`src/hdl/occupancy_grid_update_decay_core_macros.svh`:
```
// ----------------------------------------------------------------------------
// occupancy grid core assertion macros
// shorthand for clocked implications, sampled on clk, off while rst_n is low
// ----------------------------------------------------------------------------
`ifndef OCCUPANCY_GRID_UPDATE_DECAY_CORE_MACROS_SVH
`define OCCUPANCY_GRID_UPDATE_DECAY_CORE_MACROS_SVH

// same-cycle implication
`define OGUD_ASSERT_IMP(lbl, ante, cons, msg) \
  lbl: assert property (@(posedge clk) disable iff (!rst_n) (ante) |-> (cons)) \
    else $error(msg);

// next-cycle implication
`define OGUD_ASSERT_NXT(lbl, ante, cons, msg) \
  lbl: assert property (@(posedge clk) disable iff (!rst_n) (ante) |=> (cons)) \
    else $error(msg);

`endif

```
`src/hdl/ogud_pkg.sv`:
```
// ----------------------------------------------------------------------------
// ogud_pkg
// shared types, codes and register reset values of the occupancy grid core
// ----------------------------------------------------------------------------
package ogud_pkg;

  localparam int COORD_W = 16;
  localparam int CPM_W   = 8;
  localparam int INC_W   = 9;
  localparam int FAC_W   = 9;
  localparam int LIK_W   = 8;
  localparam int STAMP_W = 32;

  typedef logic [1:0]                opcode_t;
  typedef logic signed [COORD_W-1:0] coord_t;
  typedef logic [STAMP_W-1:0]        stamp_t;
  typedef logic [7:0]                cell_t;
  typedef logic [15:0]               cell_idx_t;
  typedef logic [LIK_W-1:0]          lik_t;
  typedef logic [7:0]                cfg_idx_t;
  typedef logic [15:0]               cfg_data_t;

  // opcode 2 and the unused code 3 both read a cell
  localparam opcode_t OP_UPDATE = 2'd0;
  localparam opcode_t OP_DECAY  = 2'd1;

  typedef enum logic [2:0] {
    ST_UPDATED = 3'd0,
    ST_OUTSIDE = 3'd1,
    ST_MARKED  = 3'd2,
    ST_DECAYED = 3'd3,
    ST_READ    = 3'd4
  } status_t;

  localparam cfg_idx_t REG_X_MIN        = 8'd0;
  localparam cfg_idx_t REG_Y_MIN        = 8'd1;
  localparam cfg_idx_t REG_X_MAX        = 8'd2;
  localparam cfg_idx_t REG_Y_MAX        = 8'd3;
  localparam cfg_idx_t REG_CELLS_PER_M  = 8'd4;
  localparam cfg_idx_t REG_INCREMENT    = 8'd5;
  localparam cfg_idx_t REG_DECAY_THRESH = 8'd6;
  localparam cfg_idx_t REG_DECAY_SCALE  = 8'd7;

  typedef struct packed {
    logic signed [COORD_W-1:0] x_min;
    logic signed [COORD_W-1:0] y_min;
    logic signed [COORD_W-1:0] x_max;
    logic signed [COORD_W-1:0] y_max;
    logic [CPM_W-1:0]          cells_per_meter;
    logic signed [INC_W-1:0]   increment;
    logic [LIK_W-1:0]          decay_threshold;
    logic [FAC_W-1:0]          decay_scale;
  } cfg_t;

  localparam cfg_t CFG_RESET = '{
    x_min:           16'h8000,
    y_min:           16'h8000,
    x_max:           16'h7FFF,
    y_max:           16'h7FFF,
    cells_per_meter: 8'd50,
    increment:       9'd1,
    decay_threshold: 8'd255,
    decay_scale:     9'd256
  };

endpackage

```
`src/hdl/ogud_cfg_if.sv`:
```
// ----------------------------------------------------------------------------
// ogud_cfg_if
// register write channel: register index and write data
// ----------------------------------------------------------------------------
interface ogud_cfg_if;
  logic                 valid;
  logic                 ready;
  ogud_pkg::cfg_idx_t   index;
  ogud_pkg::cfg_data_t  data;

  modport source (
    output valid, index, data,
    input  ready
  );
  modport sink (
    input  valid, index, data,
    output ready
  );
endinterface

```
`src/hdl/ogud_cfg_regs.sv`:
```
// ----------------------------------------------------------------------------
// ogud_cfg_regs
// configuration register file, written one beat at a time
// ----------------------------------------------------------------------------
module ogud_cfg_regs (
  input  logic            clk,
  input  logic            rst_n,
  ogud_cfg_if.sink        cfg_ch,
  output ogud_pkg::cfg_t  cfg_o
);

  ogud_pkg::cfg_t cfg_r;

  assign cfg_ch.ready = 1'b1;

  always_ff @(posedge clk) begin
    if (!rst_n) begin
      cfg_r <= ogud_pkg::CFG_RESET;
    end else if (cfg_ch.valid) begin
      unique case (cfg_ch.index)
        ogud_pkg::REG_X_MIN:        cfg_r.x_min           <= cfg_ch.data;
        ogud_pkg::REG_Y_MIN:        cfg_r.y_min           <= cfg_ch.data;
        ogud_pkg::REG_X_MAX:        cfg_r.x_max           <= cfg_ch.data;
        ogud_pkg::REG_Y_MAX:        cfg_r.y_max           <= cfg_ch.data;
        ogud_pkg::REG_CELLS_PER_M:  cfg_r.cells_per_meter <= cfg_ch.data[7:0];
        ogud_pkg::REG_INCREMENT:    cfg_r.increment       <= cfg_ch.data[8:0];
        ogud_pkg::REG_DECAY_THRESH: cfg_r.decay_threshold <= cfg_ch.data[7:0];
        ogud_pkg::REG_DECAY_SCALE:  cfg_r.decay_scale     <= cfg_ch.data[8:0];
        default: begin
        end
      endcase
    end
  end

  assign cfg_o = cfg_r;

endmodule

```
`src/flat_wrapper.sv`:
```
// flat-port wrapper written by rule: the top's interface ports become plain ports
module ogud_cfg_regs_flat 
  (clk, rst_n, cfg_o, cfg_ch_valid, cfg_ch_index, cfg_ch_data, cfg_ch_ready);
  ogud_cfg_if cfg_ch_i ();
  input  logic clk;
  input  logic rst_n;
  output ogud_pkg::cfg_t cfg_o;
  input wire logic [$bits(cfg_ch_i.valid)-1:0] cfg_ch_valid;
  input wire logic [$bits(cfg_ch_i.index)-1:0] cfg_ch_index;
  input wire logic [$bits(cfg_ch_i.data)-1:0] cfg_ch_data;
  output wire logic [$bits(cfg_ch_i.ready)-1:0] cfg_ch_ready;
  assign cfg_ch_i.valid = cfg_ch_valid;
  assign cfg_ch_i.index = cfg_ch_index;
  assign cfg_ch_i.data = cfg_ch_data;
  assign cfg_ch_ready = cfg_ch_i.ready;
  ogud_cfg_regs u_core (.clk(clk), .rst_n(rst_n), .cfg_ch(cfg_ch_i), .cfg_o(cfg_o));
endmodule
```
`config.mk`:
```
export PLATFORM = sky130hd
export DESIGN_NAME = ogud_cfg_regs_flat
export DESIGN_NICKNAME = d
export VERILOG_FILES = /design/src/hdl/occupancy_grid_update_decay_core_macros.svh /design/src/hdl/ogud_pkg.sv /design/src/hdl/ogud_cfg_if.sv /design/src/hdl/ogud_cfg_regs.sv /design/src/flat_wrapper.sv
export SDC_FILE = /design/constraint.sdc
export NUM_CORES = 1
export LEC_CHECK = 0
export BUFFER_PORTS_ARGS = -buffer_cell sky130_fd_sc_hd__buf_2
export CORE_UTILIZATION = 39
export DETAILED_ROUTE_END_ITERATION = 10
export PLACE_DENSITY = 0.6
export SLEW_MARGIN = 10
export SYNTH_ARGS = -nofsm -noshare
export SYNTH_HDL_FRONTEND = slang
export SYNTH_SLANG_ARGS = --single-unit
export TNS_END_PERCENT = 50
```
`constraint.sdc`:
```
create_clock -name clk -period 2 [get_ports clk]
set_input_delay 0.4 -clock clk [delete_from_list [all_inputs] [get_ports clk]]
set_output_delay 0.4 -clock clk [all_outputs]
set_load 0.02 [all_outputs]
```
* After elaboration in Yosys (flattened, before gate mapping)
Cells that the tools add are included.
** Word-level totals
- Input bits :: 27
- Logic and storage cells :: 24
- Output and inout bits :: 99
- Register bits after elaboration :: 98
** Cells by class
- Eq/ne operators :: 7
- Reductions and logical operators :: 9
** Operators by type and width (count)
- equality test 8 x 3 -> 1 bit, second input constant :: 4
- equality test 8 x 2 -> 1 bit, second input constant :: 2
- AND reduction 2 bit :: 8
- equality test 8 x 1 -> 1 bit, second input constant :: 1
- logical NOT 8 bit :: 1

* Logic depth before layout (Yosys ltp)
Gate-level depths: netlist of run 1.
- Word-level depth :: 2
- Gate-level depth with buffers :: 5
- Depth with buffers taken out :: 3

* Worst setup path before layout of run 1
OpenSTA, ideal clock, no wires.
- Path type :: input to register
- Start point :: in cfg_ch_index[5]
- End point :: reg u_core.cfg_r (netlist bit u_core.cfg_o[57])
- Required time :: 1.876 ns
- Setup time :: 0.124 ns
- Arrival :: 1.504 ns
- Stages on the path :: 4
- Path buffers :: 1
- Slack :: 0.372 ns
- Cells stage by stage :: nor4_4 -> nand3_2 -> buf_6 -> mux2i_1
** On the way
- Cells in the longest elaborated chain, start to end :: 2
** RTL lines
- start, declared :: line flat_wrapper.sv:9 : input wire logic [$bits(cfg_ch_i.index)-1:0] cfg_ch_index;
- equality test 8 x 2 -> 1 bit :: line ogud_cfg_regs.sv:20 : unique case (cfg_ch.index)
- AND reduction 2 bit (no line)
- end signal, assigned :: line ogud_cfg_regs.sv:18 : cfg_r <= ogud_pkg::CFG_RESET;
- end, declared :: line ogud_cfg_regs.sv:12 : ogud_pkg::cfg_t cfg_r;
Every way passes these cells.
A chain may end at the register's enable or synchronous reset.

* Worst setup path after layout of run 1
- Start point :: reg u_core.cfg_r (netlist bit u_core.cfg_o[5])
- End point :: out cfg_o[5] (netlist name)
** RTL lines
- end, declared :: line flat_wrapper.sv:7 : output ogud_pkg::cfg_t cfg_o;
No word-level cell between the ends.

==> results.md, run 1 <==
- # placed instances: 608
- Gr ovfl total: 0
- Status: finished clean
- Cts bufs inserted: 9
- Vias in the first global route: 2803
- Dpl hpwl: 6730 um
- Count of buffers from port buffering: 124
- Pleak: 2.43 nW
- Worst slack, placed: 0.337 ns
- Highest-count cells in the layout ignoring fill and taps: 123 x buf_2, 98 x mux2i_1, 98 x dfxtp_1
- Htree depth: 3
- R2R Path Start: u_core.cfg_o[15]$_SDFFE_PN1P_
- Commonest non-fill, non-tap cell in the layout: buf_2
- Post-CTS Setup Bufs: 0
- Top-area cell type share of the netlist area: 51.1%
- Synth warnings: 0
- Clock sink count: 98
- #FFs+latches synth: 98
- Routed wire length: 9280 um
- Ports: 126
- Cell Pwr Density: 738 nW/um^2
- Crit path max-delay cell type: dfxtp_1
- Post-route cell area: 4860 um^2
- Max reg flops: 98
- Bufs on Longest Clock Path: 2
- Diodes inserted: 0
- First-pass GRT wire length: 14500 um
- Tot Pwr: 3.58 mW
- Fin crit period: 1.32 ns
- Slowest stage delay, CP: 0.38 ns
- Critical Path AT: 0.92 ns
- Max Transition Viols Final: 0
- Critical path, cell by cell: buf_2
- Max Cap Viol: 0
- Routed Antenna Nets: 0
- Iter 0 DRT Violations: 74
- Synth unique cells: 17
- Peak VDD IR: 0.430 mV
- Post-synthesis sequential area ratio: 51.1%
- Setup crit start: u_core.cfg_o[5]$_SDFFE_PN0P_
- Setup TNS: 0 ns
- Clk_lat worst skew: 0.35 ns
- Die span in x: 101 um
- Final setup margin: 0.678 ns
- Largest net degree at the start of global routing: 49
- Cell area after synthesis: 3840 um^2
- Avg Vias per Cell: 4.71
- RSZ-0062 raised after global routing: false
- Row count: 35
- Antenna violations before repair: 0
- RR Endpoint: u_core.cfg_o[15]$_SDFFE_PN1P_
- R2R setup slack: 1.33 ns
- DRC Markers: 0
- Crit path max-delay family: flip-flops
- Die ar.: 10200 um^2
- CTS Root Cell: clkbuf_8
- Synth top area cells: dfxtp_1 51%, mux2i_1 26%, nor2b_1 10%
- Synth Instances: 365
- Finish-stage setup viols: 0
- Hold crit path type: in2reg
- Post-CTS Resized: 0
- Final hold vios: 0
- Clock slew seen by the registers of the worst setup and hold paths: 0.11 ns
- CTS Hold Bufs: 0
- Floorplan Core Area: 9370 um^2
- CTS tree: done
- Synth area leader: dfxtp_1
- Startpoint Class: flip-flop
- CP endpoint: cfg_o[5]
- Final worst-path cycle share: 66.1%
- Setup Skew: 0 ns
- Vias: 2937
- Fill count: 898
- Die Y: 101 um
- Final net count: 517
- Pre-antenna DRT Iters: 4
- CP endpoint kind: primary output
- Layout area overhead: 26.6%
- Placer congestion estimate: 0.725
- Crit-path max FO: 2
- Syn_area_per_cell: 10.5 um^2
- R2R depth: 2
- Area after DPL: 4630 um^2
- Total Routing Usage GR: 18.7%
- Critical path class: reg2out
- Fmax: 756 MHz
- Critical Path RT: 1.60 ns
- Levels on crit path: 1
- Net Count, Synth: 392
- Critical path buffer and inverter count: 1
- Final std cells w/o fill: 624
- Share of layout cells above drive strength 1: 32.1%
- Starting Density: 40.9%
- Wire length per cell: 14.9 um
power by group:
part           internal [mW]  leakage (nW)  switching, mW  total [mW]
clock                  0.729         0.117          0.732        1.46
combinational         0.0655          1.52          0.103       0.168
sequential              1.95         0.791        0.00130        1.95
worst min path at each step:
stage	start	to	slack, ns	depth (start not counted)
floorplan	u_core.cfg_o[0]$_SDFFE_PN0P_	u_core.cfg_o[0]$_SDFFE_PN0P_	0.53	2
global placement	u_core.cfg_o[1]$_SDFFE_PN0P_	u_core.cfg_o[1]$_SDFFE_PN0P_	0.44	2
detailed placement	u_core.cfg_o[23]$_SDFFE_PN0P_	u_core.cfg_o[23]$_SDFFE_PN0P_	0.45	2
CTS	cfg_ch_data[9]	u_core.cfg_o[91]$_SDFFE_PN0P_	0.29	3
global route	cfg_ch_data[9]	u_core.cfg_o[91]$_SDFFE_PN0P_	0.31	3
finish	cfg_ch_data[9]	u_core.cfg_o[91]$_SDFFE_PN0P_	0.31	3
cells by family (layout without fill, tap and decap cells):
logic type / after synthesis / after routing / share of synthesized area (%)
buf+inv: 23 / 153 / 3.07
flops: 98 / 98 / 51.1
mux: 98 / 98 / 25.6
other cells: 1 / 1 / 0.0978
simple gates: 145 / 145 / 20.1
synth_stat cells:
master     n
clkbuf_1  15
mux2i_1   98
nor2b_1   63
conb_1     1
and3_1     2
and3b_1    1
nor4_4     1
nor2_1     1
nand4_1    1
dfxtp_1   98
and4_1     1
nand3_2    5
buf_4      1
buf_2      4
nor3b_1    1
nand2_1   69
buf_6      3
through the flow:
stage	hold slack [ns]	utilization, %
4_1_cts	0.290	51.8
2_1_floorplan	0.533	-
3_3_place_gp	0.439	49.4
5_1_grt	0.312	51.8
3_5_place_dp	0.448	49.4
6_report	0.312	51.8
metal layers:
metal / up-vias / GRT usage [%] / part of all wire, %
li1: 1452 / - / -
met4: 0 / 6.24 / 1.3
met1: 1395 / 24.5 / 47
met2: 79 / 29.3 / 46
met5: - / 0 / 0
met3: 11 / 5.66 / 5.9
layout make-up:
class	instances	area [um^2]	share of cell area [%]
sequential	98	1960	40.4
multi-input combinational	244	1760	36.2
timing repair buffer	137	746	15.4
tap	129	161	3.32
clock buffer	9	124	2.55
clock inverter	7	106	2.19
Note: power is estimated with default switching activity, not from simulation.
==> run 2: changes to the inputs <==
--- a/config.mk
+++ b/config.mk
@@ -8,7 +8,7 @@
 export BUFFER_PORTS_ARGS = -buffer_cell sky130_fd_sc_hd__buf_2
 export CORE_UTILIZATION = 39
 export DETAILED_ROUTE_END_ITERATION = 10
-export PLACE_DENSITY = 0.6
+export PLACE_DENSITY = 0.63
 export SLEW_MARGIN = 10
 export SYNTH_ARGS = -nofsm -noshare
 export SYNTH_HDL_FRONTEND = slang
==> constraint.sdc (replaced) <==
create_clock -name clk -period 1.1 [get_ports clk]
set_input_delay 0.22 -clock clk [delete_from_list [all_inputs] [get_ports clk]]
set_output_delay 0.22 -clock clk [all_outputs]
set_load 0.02 [all_outputs]
==> results.md, run 2 (same netlist as run 1, synthesis figures left out) <==
- Largest net degree at the start of global routing: 33
- Slowest stage delay, CP: 0.34 ns
- Fmax: 933 MHz
- Layout area overhead: 43.0%
- Hold crit path type: in2reg
- Wire length per cell: 14.7 um
- Critical Path RT: 0.88 ns
- Setup Skew: 0 ns
- Row count: 35
- Clock slew seen by the registers of the worst setup and hold paths: 0.10 ns
- Startpoint Class: flip-flop
- Die ar.: 10200 um^2
- Critical path class: reg2out
- Clock sink count: 98
- Vias: 2952
- Htree depth: 3
- Ports: 126
- Antenna violations before repair: 0
- Iter 0 DRT Violations: 76
- Die span in x: 101 um
- Count of buffers from port buffering: 124
- CP endpoint kind: primary output
- Vias in the first global route: 2876
- Diodes inserted: 0
- Critical Path AT: 0.85 ns
- Max reg flops: 98
- Placer congestion estimate: 0.718
- Pleak: 2.63 nW
- Avg Vias per Cell: 4.62
- Clk_lat worst skew: 0.36 ns
- Fin util: 58.5%
- CTS Root Cell: clkbuf_8
- Starting Density: 40.9%
- Bufs on Longest Clock Path: 2
- Worst Hold Slack: 0.127 ns
- Crit path max-delay cell type: dfxtp_2
- CTS tree: done
- Routed Antenna Nets: 0
- Total Routing Usage GR: 18.8%
- First-pass GRT wire length: 14600 um
- Final hold vios: 0
- Die Y: 101 um
- Highest-count cells in the layout ignoring fill and taps: 98 x mux2i_1, 89 x dfxtp_2, 88 x buf_4
- RSZ-0062 raised after global routing: true
- Share of layout cells above drive strength 1: 52.0%
- Finish-stage setup viols: 0
- Gr ovfl total: 0
- Commonest non-fill, non-tap cell in the layout: mux2i_1
- Routed wire length: 9380 um
- Max Transition Viols Final: 0
- Crit-path max FO: 2
- Critical path buffer and inverter count: 1
- Fin crit period: 1.07 ns
- DRC Markers: 0
- Crit path max-delay family: flip-flops
- Critical path, cell by cell: buf_4
- Final net count: 532
- Cts bufs inserted: 9
- Pre-antenna DRT Iters: 4
- Dpl hpwl: 6770 um
- Max Cap Viol: 0
- Final worst-path cycle share: 97.4%
- CTS Hold Bufs: 0
- Status: finished clean
- Floorplan Core Area: 9370 um^2
- Cell Pwr Density: 1140 nW/um^2
- Peak VDD IR: 0.696 mV
## run 2: layout make-up
class	count	area, um^2
fill	844	3880
sequential	98	2070
multi-input combinational	244	1770
timing repair buffer	152	1280
tap	129	161
clock buffer	10	138
clock inverter	6	63.8
## run 2: metrics by stage
step / setup WS, ns / setup TNS [ns] / cells / power [mW] / instance area, um^2
final: 0.0287 / 0 / 639 / 6.26 / 5490
after global routing: -0.0180 / -0.0612 / 639 / 6.50 / 5490
after CTS: 0.000119 / 0 / 638 / 6.30 / 5150
after detailed placement: -0.398 / -28.69 / 622 / 3.97 / 4790
after global placement: -0.365 / -27.60 / 622 / 3.96 / 4790
after floorplan: -0.348 / -24.11 / 365 / 3.81 / 3850
## run 2: final timing paths
kind	depth (start not counted)	from	end	slack (ns)
hold / removal	3	cfg_ch_data[10]	u_core.cfg_o[92]$_SDFFE_PN0P_	0.13
setup reg to reg	3	u_core.cfg_o[77]$_SDFFE_PN0P_	u_core.cfg_o[77]$_SDFFE_PN0P_	0.42
setup / recovery	1	u_core.cfg_o[60]$_SDFFE_PN1P_	cfg_o[60]	0.03
hold reg to reg	2	u_core.cfg_o[4]$_SDFFE_PN0P_	u_core.cfg_o[4]$_SDFFE_PN0P_	0.46
## run 2: repair_timing
action,CTS,global route
gates resized for setup,66,156
buffers inserted,0,2
endpoints found under the setup margin,54,109
pin swaps,0,1
## run 2: per-layer routing
layer / part of all wire [%] / global-route usage [%]
met2: 47 / 29.5
met3: 5.0 / 4.76
met4: 1.7 / 7.80
met5: 0 / 0
met1: 47 / 24.6
## run 2: power breakdown
| part | switching, mW | internal, mW | total (mW) |
|---|---|---|---|
| clock network | 1.26 | 1.11 | 2.37 |
| registers | 0.00277 | 3.55 | 3.55 |
| logic | 0.191 | 0.148 | 0.339 |
| total | 1.45 | 4.81 | 6.26 |
==> run 3: changes to the inputs <==
--- a/config.mk
+++ b/config.mk
@@ -8,7 +8,7 @@
 export BUFFER_PORTS_ARGS = -buffer_cell sky130_fd_sc_hd__buf_2
 export CORE_UTILIZATION = 39
 export DETAILED_ROUTE_END_ITERATION = 10
-export PLACE_DENSITY = 0.63
+export PLACE_DENSITY = 0.67
 export SLEW_MARGIN = 10
 export SYNTH_ARGS = -nofsm -noshare
 export SYNTH_HDL_FRONTEND = slang
==> results.md, run 3 (same netlist as run 1, synthesis figures left out) <==
- Setup Skew: 0 ns
- Count of buffers from port buffering: 124
- Commonest non-fill, non-tap cell in the layout: buf_4
- Cts bufs inserted: 9
- Clk_lat worst skew: 0.35 ns
- Fin util: 58.3%
- Placer congestion estimate: 0.759
- Clock sink count: 98
- Critical path class: in2reg
- Share of layout cells above drive strength 1: 51.3%
- Largest net degree at the start of global routing: 28
- Startpoint Class: input port
- Crit-path max FO: 5
- Switching Power: 1.45 mW
- Max reg flops: 98
- Ports: 126
- Clock power frac: 35.4%
- Final hold vios: 0
- Diodes inserted: 0
- Critical Path AT: 1.36 ns
- Final std cells w/o fill: 644
- Combinational power share: 5.8%
- Wire length per cell: 15.0 um
- RR Endpoint: u_core.cfg_o[46]$_SDFFE_PN1P_
- R2R depth: 3
- RSZ-0062 raised after global routing: true
- CP endpoint kind: flip-flop
- CTS tree: done
- Final net count: 537
- R2R setup slack: 0.36 ns
- Htree depth: 3
- Critical Path RT: 1.38 ns
- Peak VDD IR: 0.597 mV
- Bufs on Longest Clock Path: 2
- Highest-count cells in the layout ignoring fill and taps: 106 x buf_4, 98 x mux2i_1, 84 x dfxtp_2
- Routed wire length: 9660 um
- Endpoint of the worst hold path: u_core.cfg_o[96]$_SDFFE_PN0P_
- Vias: 2983
- Total Routing Usage GR: 18.8%
- Dpl hpwl: 7080 um
- Area after DPL: 4800 um^2
- Hold Startpoint: cfg_ch_data[14]
- Setup TNS: 0 ns
- Layout area overhead: 42.4%
- Worst Hold Slack: 0.152 ns
- Routed Antenna Nets: 0
- Avg Vias per Cell: 4.63
- Fmax: 919 MHz
- # placed instances: 623
- Floorplan Core Area: 9370 um^2
- Hold crit path type: in2reg
- Internal power: 4.59 mW
- Die Y: 101 um
- Post-route cell area: 5460 um^2
- CTS Hold Bufs: 0
- Status: finished clean
- Row count: 35
- Starting Density: 40.9%
- CTS Root Cell: clkbuf_8
- Sw frac: 24.0%
- Reg power frac: 58.8%
- Hold path depth: 3
- First-pass GRT wire length: 14600 um
- Final worst-path cycle share: 98.9%
- Clock slew seen by the registers of the worst setup and hold paths: 0.09 ns
- Antenna violations before repair: 0
- R2R Path Start: u_core.cfg_o[46]$_SDFFE_PN1P_
- Iter 0 DRT Violations: 62
- Fill count: 874
- Max Transition Viols Final: 0
- DRC Markers: 0
- Gr ovfl total: 0
- Die span in x: 101 um
- Cell Pwr Density: 1110 nW/um^2
- Vias in the first global route: 2901
- Finish-stage setup viols: 0
- Pleak: 2.63 nW
- Fin crit period: 1.09 ns
- Pre-antenna DRT Iters: 4
- Die ar.: 10200 um^2
- Setup crit start: cfg_ch_index[6]
- Max Cap Viol: 0
-- run 3: area by class of cell --
type                       instances  area [um^2]  area share (%)
clock inverter                     6         42.5           0.779
tap                              129          161            2.95
timing repair buffer             157         1290            23.7
multi-input combinational        244         1760            32.2
clock buffer                      10          138            2.52
sequential                        98         2070            37.8
-- run 3: power by group through the flow --
| stage | clock [mW] | sequential [mW] | combinational (mW) |
|---|---|---|---|
| global route | 2.37 | 3.55 | 0.383 |
| detailed placement | 0 | 3.63 | 0.340 |
| finish | 2.14 | 3.55 | 0.350 |
| CTS | 2.19 | 3.55 | 0.343 |
| floorplan | 0 | 3.64 | 0.169 |
| global placement | 0 | 3.63 | 0.338 |
-- run 3: how the worst max path moves through the flow --
stage               cells after the start  slack (ns)                       endpoint
floorplan                               4       -0.35  u_core.cfg_o[57]$_SDFFE_PN1P_
global placement                        6       -0.35   u_core.cfg_o[6]$_SDFFE_PN0P_
detailed placement                      6       -0.41   u_core.cfg_o[5]$_SDFFE_PN0P_
CTS                                     1    0.000007                       cfg_o[3]
global route                            6       -0.04   u_core.cfg_o[5]$_SDFFE_PN0P_
finish                                  6        0.01   u_core.cfg_o[2]$_SDFFE_PN0P_
-- run 3: what timing repair did --
| item | 4_1_cts | 5_1_grt |
|---|---|---|
| pin swaps | 0 | 2 |
| buffers inserted | 0 | 3 |
| setup endpoints to repair | 55 | 94 |
| gates cloned | 0 | 2 |
| gates resized for setup | 69 | 133 |
-- run 3: routing by layer --
layer / share of wire, % / global-route usage [%]
met1: 45 / 24.4
met2: 48 / 30.2
met3: 6.0 / 5.94
met4: 0.98 / 4.79
met5: 0 / 0
-- run 3: worst max-delay path, stage by stage --
cell	delay, ns
buf_6	0.10
nor4_4	0.33
buf_6	0.16
and4_4	0.25
buf_12	0.13
mux2i_1	0.18
-- run 3: through the flow --
| step | power (mW) | setup WS, ns |
|---|---|---|
| global placement | 3.97 | -0.352 |
| finish | 6.04 | 0.0116 |
| global route | 6.30 | -0.0370 |
| CTS | 6.08 | 0.00000733 |
| floorplan | 3.81 | -0.348 |
| detailed placement | 3.97 | -0.408 |
